$ cat src/hw/rtl/hmlpt_pkg.sv
// ----------------------------------------------------------------------------
// hmlpt_pkg: shared types and constants of the linear-probe hash map
// Request modes, slot state codes, slot entry layout, stream widths and the
// command/status structs between controller and datapath.
// ----------------------------------------------------------------------------
package hmlpt_pkg;

  // Request modes (carried in in_tuser)
  localparam logic [1:0] MODE_GET    = 2'd0;
  localparam logic [1:0] MODE_SET    = 2'd1;
  localparam logic [1:0] MODE_DEL    = 2'd2;
  localparam logic [1:0] MODE_UNUSED = 2'd3;

  // Slot state codes
  localparam logic [1:0] SLOT_EMPTY = 2'd0;
  localparam logic [1:0] SLOT_LIVE  = 2'd1;
  localparam logic [1:0] SLOT_TOMB  = 2'd2;

  // Field widths
  localparam int MODE_W  = 2;
  localparam int KEY_W   = 32;
  localparam int VALUE_W = 64;
  localparam int LIMIT_W = 6;
  localparam int USED_W  = 7;

  // Stream payload widths
  localparam int IN_DATA_W  = KEY_W + VALUE_W;
  localparam int OUT_BITS   = 1 + VALUE_W + 1;
  localparam int OUT_DATA_W = ((OUT_BITS + 7) / 8) * 8;
  localparam int OUT_PAD_W  = OUT_DATA_W - OUT_BITS;

  // Home slot reduction: key bits consumed per step
  localparam int DIGIT_W     = 4;
  localparam int DIGIT_COUNT = KEY_W / DIGIT_W;
  localparam int DIGIT_CNT_W = $clog2(DIGIT_COUNT);

  // One table entry as stored in the slot memory
  typedef struct packed {
    logic [1:0]         state;
    logic [KEY_W-1:0]   key;
    logic [VALUE_W-1:0] value;
  } slot_t;

  localparam int SLOT_W = $bits(slot_t);

  // Controller states
  typedef enum logic [2:0] {
    ST_CLEAR,
    ST_IDLE,
    ST_MOD,
    ST_ISSUE,
    ST_PROBE,
    ST_RESP
  } state_t;

  // Controller to datapath
  typedef struct packed {
    logic clear;        // write one empty slot of the clearing pass
    logic load;         // take a request from the input channel
    logic mod_step;     // reduce one digit of the key hash
    logic probe_start;  // read the home slot
    logic probe_step;   // check one slot, read the next
    logic res_load;     // move the result into the output register
  } cmd_t;

  // Datapath to controller
  typedef struct packed {
    logic clear_last;   // clearing pass at its last slot
    logic quick;        // request answered without a probe
    logic mod_bypass;   // home slot taken from low key bits directly
    logic mod_last;     // last digit of the reduction
    logic probe_done;   // checked slot ends the probe
    logic out_free;     // output register can take a result
  } sts_t;

endpackage

$ cat src/hw/rtl/hmlpt_ctrl.sv
// ----------------------------------------------------------------------------
// hmlpt_ctrl: request sequencer of the hash map
// Runs the clearing pass after reset, then steps each request through home
// slot reduction, probing (where needed) and hand-off by datapath commands.
// ----------------------------------------------------------------------------
module hmlpt_ctrl (
  input  logic              clk,
  input  logic              rst_n,
  input  logic              in_tvalid,
  output logic              in_tready,
  input  hmlpt_pkg::sts_t   sts,
  output hmlpt_pkg::cmd_t   cmd
);

  hmlpt_pkg::state_t state_r;
  hmlpt_pkg::state_t state_nxt;

  // Advance state
  always_ff @(posedge clk) begin
    if (!rst_n) begin
      state_r <= hmlpt_pkg::ST_CLEAR;
    end else begin
      state_r <= state_nxt;
    end
  end

  // Next state
  always_comb begin
    state_nxt = state_r;
    unique case (state_r)
      hmlpt_pkg::ST_CLEAR: begin
        if (sts.clear_last) state_nxt = hmlpt_pkg::ST_IDLE;
      end
      hmlpt_pkg::ST_IDLE: begin
        if (in_tvalid) begin
          priority if (sts.quick)      state_nxt = hmlpt_pkg::ST_RESP;
          else if (sts.mod_bypass)     state_nxt = hmlpt_pkg::ST_ISSUE;
          else                         state_nxt = hmlpt_pkg::ST_MOD;
        end
      end
      hmlpt_pkg::ST_MOD: begin
        if (sts.mod_last) state_nxt = hmlpt_pkg::ST_ISSUE;
      end
      hmlpt_pkg::ST_ISSUE: begin
        state_nxt = hmlpt_pkg::ST_PROBE;
      end
      hmlpt_pkg::ST_PROBE: begin
        if (sts.probe_done) state_nxt = hmlpt_pkg::ST_RESP;
      end
      hmlpt_pkg::ST_RESP: begin
        if (sts.out_free) state_nxt = hmlpt_pkg::ST_IDLE;
      end
      default: state_nxt = hmlpt_pkg::ST_CLEAR;
    endcase
  end

  // Commands
  always_comb begin
    cmd       = '0;
    in_tready = 1'b0;
    unique case (state_r)
      hmlpt_pkg::ST_CLEAR: cmd.clear = 1'b1;
      hmlpt_pkg::ST_IDLE: begin
        in_tready = 1'b1;
        cmd.load  = in_tvalid;
      end
      hmlpt_pkg::ST_MOD:   cmd.mod_step    = 1'b1;
      hmlpt_pkg::ST_ISSUE: cmd.probe_start = 1'b1;
      hmlpt_pkg::ST_PROBE: cmd.probe_step  = 1'b1;
      hmlpt_pkg::ST_RESP:  cmd.res_load    = sts.out_free;
      default: cmd = '0;
    endcase
  end

endmodule

$ cat config.mk
export PLATFORM = sky130hd
export DESIGN_NAME = hmlpt_ctrl
export DESIGN_NICKNAME = d
export VERILOG_FILES = /design/src/hw/rtl/hmlpt_pkg.sv /design/src/hw/rtl/hmlpt_ctrl.sv
export SDC_FILE = /design/constraint.sdc
export NUM_CORES = 1
export LEC_CHECK = 0
export BUFFER_PORTS_ARGS = -buffer_cell sky130_fd_sc_hd__buf_4
export CORE_AREA = 4 4 41 43
export DETAILED_ROUTE_END_ITERATION = 6
export DIE_AREA = 0 0 45 47
export HOLD_SLACK_MARGIN = 0.12
export PLACE_DENSITY = 0.51
export SKIP_CTS_REPAIR_TIMING = 1
export SKIP_LAST_GASP = 1
export SLEW_MARGIN = 30
export SYNTH_ARGS = -nofsm -noshare
export SYNTH_HDL_FRONTEND = slang
export SYNTH_SLANG_ARGS = --single-unit
$ cat constraint.sdc
create_clock -name clk -period 1.1 [get_ports clk]
set_input_delay 0.055 -clock clk [delete_from_list [all_inputs] [get_ports clk]]
set_output_delay 0.055 -clock clk [all_outputs]
set_load 0.02 [all_outputs]
# Yosys cells after proc, flatten, opt, wreduce, memory -nomap -nowiden
# Cells that the tools add are included.
# word_totals
reg_bits	3
latch_bits	0
mem_bits_rw	0
romBits	0
inputBits	9
word_cells	28
mem_count	0
# classes
n_addsub	0
multipliers	0
n_div	0
order_cmp	0
eq_ne	10
shifts	0
muxes	15
n_bitwise	0
reduce_logical	2
# ops
cell	count
$mux W3	6
$pmux W3 S6	1
$ne A2 B2 Y1 const B	5
$mux W1	8
$eq A3 B2 Y1 const B	2
$eq A3 B3 Y1 const B	2
$reduce_and A5 Y1	1
$eq A3 B1 Y1 const B	1
$logic_not A3 Y1	1

# Depth between registers and ports, before layout
# logic_depth
ltp_word	4
mapped_depth	5
mapped_depth_nobuf	4

# Worst setup path after synthesis
# OpenSTA, ideal clock, no wires.
# synth_timing
kind	reg-to-reg
startpoint	reg state_r[1]
endpoint	reg state_r[2]
arrival_ns	1.213
slack_ns	-0.230
stages_incl_launch_ff	4
period_less_slack_ns	1.330
path_cell_list	dfxtp_1 -> nor3b_2 -> a22oi_2 -> a41o_1
# synth_between
elab_chain_len	3
elab_cells_between_ends	13
cone_classes	eq/ne: 10; mux: 1; reduce/logical: 2
# synth_lines
element	line	rtl
start, declared	hmlpt_ctrl.sv:15	hmlpt_pkg::state_t state_r;
start signal, assigned	hmlpt_ctrl.sv:21	state_r <= hmlpt_pkg::ST_CLEAR;
start signal, assigned	hmlpt_ctrl.sv:23	state_r <= state_nxt;
$eq A3 B2 Y1, or another cell as far along	hmlpt_ctrl.sv:30	unique case (state_r)
$ne A2 B2 Y1 (no source line)	--	
$reduce_and A5 Y1 (no source line)	--	
# Several ways; a longest one is shown, not always the timed one.
# A chain may end at the register's enable or synchronous reset.

# Worst setup path in the final report
# layout_timing
startpoint	reg state_r[2]
endpoint	reg state_r[2]
# Same word-level chain as after synthesis.

==> flow_metrics.tcl <==
set metrics [dict create \
    run_status "complete, but fails checks" \
    failed_checks "negative setup slack" \
    clock_skew_ps 1.97 \
    grt_use_total_pct 7.81 \
    grt_setup_unrepaired "true" \
    top_register "state_r" \
    dp_hpwl_um 574 \
    initial_core_util_pct 19.1 \
    path_cells "buf_6 -> o2111ai_4 -> buf_4 -> a41o_1" \
    r2r_start "state_r[2]" \
    die_w_um 45 \
    syn_nets 40 \
    drtAntennaViolNets 0 \
    drt_pass1_iterations 2 \
    synth_top_flop_cell "dfxtp_1" \
    maxSlewViolCount 0 \
    r2r_setup_slack_ps -80 \
    clockRootBuffer "clkbuf_4" \
    layout_common_cells "buf_4 (21), nor2_1 (4), clkbuf_4 (3), dfxtp_4 (3)" \
    drcViolationCount 0 \
    cp_slowest_cell "dfxtp_4" \
    hold_path.class "in -> reg" \
    port_buffers 15 \
    yosysTopAreaCellShare_pct 24.1 \
    worst_pin_slew_ps 244 \
    synthTopCellsByArea "dfxtp_1 (24%), nor3_1 (8.0%), nor2_1 (6.0%)" \
    grt_pass1_wl_um 1140 \
    hold_depth 3 \
    reg2reg_to "state_r[2]" \
    setup_viol 9 \
    synth-seq-cells 3 \
    min_period_ps 1180 \
    crit_type "reg -> reg" \
    cts_tree "built" \
    crit_required_ps 1230 \
    max_clock_freq_ghz 0.845 \
    cts-htree-levels 1 \
    avgSynthCellArea_um2 8.03 \
    syn_inst 31 \
    timing.final.ws_setup_ps -83.7 \
    yosys.area.top_type "dfxtp_1" \
    grt-ovfl-total 0 \
    cts_buffer_depth 2 \
    ys_types 20 \
    syn_to_final_growth_pct 112 \
    dp_slack_ps -42.8 \
    die-area_mm2 0.00212 \
    vias 344 \
    placed_area_um2 418 \
    core_mm2 0.00130 \
    core.rowCount 13 \
    worstHoldStart "sts[4]" \
    layout_commonest_cell "buf_4" \
    worst_setup_path_start_kind "flop" \
    top_regs "state_r: 3 flops" \
    r2r_cells 4 \
    drt-total-wl_um 920 \
    finalInstanceArea_um2 527 \
    drive_gt1_share_pct 70.7 \
    clk_latency_ps 240 \
    crit_path_end_kind "flop" \
    fin_crit_sh_pct 108 \
    io_pins 16 \
    clkTransAtPathRegs_ps 30 \
    syn_area_um2 249 \
    grt_max_degree 14 \
    vdd_drop_max_mv 0.453 \
    viasPerCell 4.71 \
    cap_violations 0 \
    power_uw 671 \
    p_per_area_mw_per_mm2 1270 \
    yosysSeqAreaShare_pct 24.1 \
    largest_reg_flops 3 \
    relSlewSlack_pct 83.7 \
    nNetsFinal 68 \
    finalHoldViolCount 0 \
    place.gp.congestion 0.749 \
    wire_per_inst_um 12.6 \
    grt_pass1_vias 280 \
    die_h_um 47 \
    drtIter0Drc 1 \
    synth_edf_count 0 \
    cts_sinks 3 \
    cts_made_buffers 3 \
    whs_endpoint "state_r[1]" \
    leakage_nw 0.252 \
    ys_async_sr_fraction_pct 0 \
    slowest_delay_ps 390 \
    antenna_found_initial 0 \
    crit_path_max_fanout 7 \
    n_antenna_cell 0 \
    cp.arrival_ps 1310 \
    yosys_warnings 0 \
]
==> cell families after synthesis <==
group	synth area share, %
mux	4.02
buf+inv	9.04
flops	24.1
compound gates	27.6
simple gates	35.2
==> cells in the mapped netlist (all sizes together) (3+ instances only) <==
cell type / count
nor3: 4
dfxtp: 3
nand2: 3
nor2: 5
inv: 3
==> final cells by class <==
type | count | area (um^2)
fillers | 151 | 774
multi-input cells | 24 | 209
repair buffers | 24 | 190
flip-flops and latches | 3 | 71.3
clock buffers | 4 | 26.3
well taps | 15 | 18.8
inverters | 3 | 11.3
==> metrics by stage <==
| step | util [%] | hold WS [ps] | setup TNS (ps) | cells |
|---|---|---|---|---|
| floorplan | - | 181 | -33.9 | 31 |
| global placement | 32.1 | 324 | -51.5 | 63 |
| detailed placement | 32.1 | 316 | -52.7 | 63 |
| CTS | 34.1 | 72.1 | -673 | 67 |
| global route | 40.5 | 212 | -987 | 73 |
| finish | 40.5 | 209 | -499 | 73 |
==> report_power, final <==
| part | internal [mW] | leakage (nW) | switching [mW] |
|---|---|---|---|
| clock | 0.136 | 0.0150 | 0.0663 |
| sequential | 0.127 | 0.0267 | 0.0344 |
| combinational | 0.160 | 0.210 | 0.147 |
| total | 0.423 | 0.252 | 0.248 |
==> critical path, delay by kind of cell (launching register included) <==
family          cells  cell delay, ps
compound gates      2             350
buf+inv             2             320
flops               1             390
==> worst max-delay path by stage <==
stage                            end  cells after the start       start  slack, ps
after detailed placement  state_r[2]                      4  state_r[2]        -40
after CTS                     cmd[4]                      4  state_r[0]       -180
after floorplan           state_r[2]                      3  state_r[1]        -30
after global placement    state_r[2]                      4  state_r[2]        -50
after global routing          cmd[4]                      4  state_r[0]       -150
final                     state_r[2]                      4  state_r[2]        -80
==> layer usage <==
| layer | share of wire (%) | vias up | GRT usage (%) |
|---|---|---|---|
| li1 | - | 168 | - |
| met3 | 10 | 7 | 5.75 |
| met4 | 4.3 | 0 | 3.51 |
| met1 | 38 | 152 | 9.30 |
| met5 | 0 | - | 0 |
| met2 | 48 | 17 | 10.5 |
(Power assumes the default switching activity.)
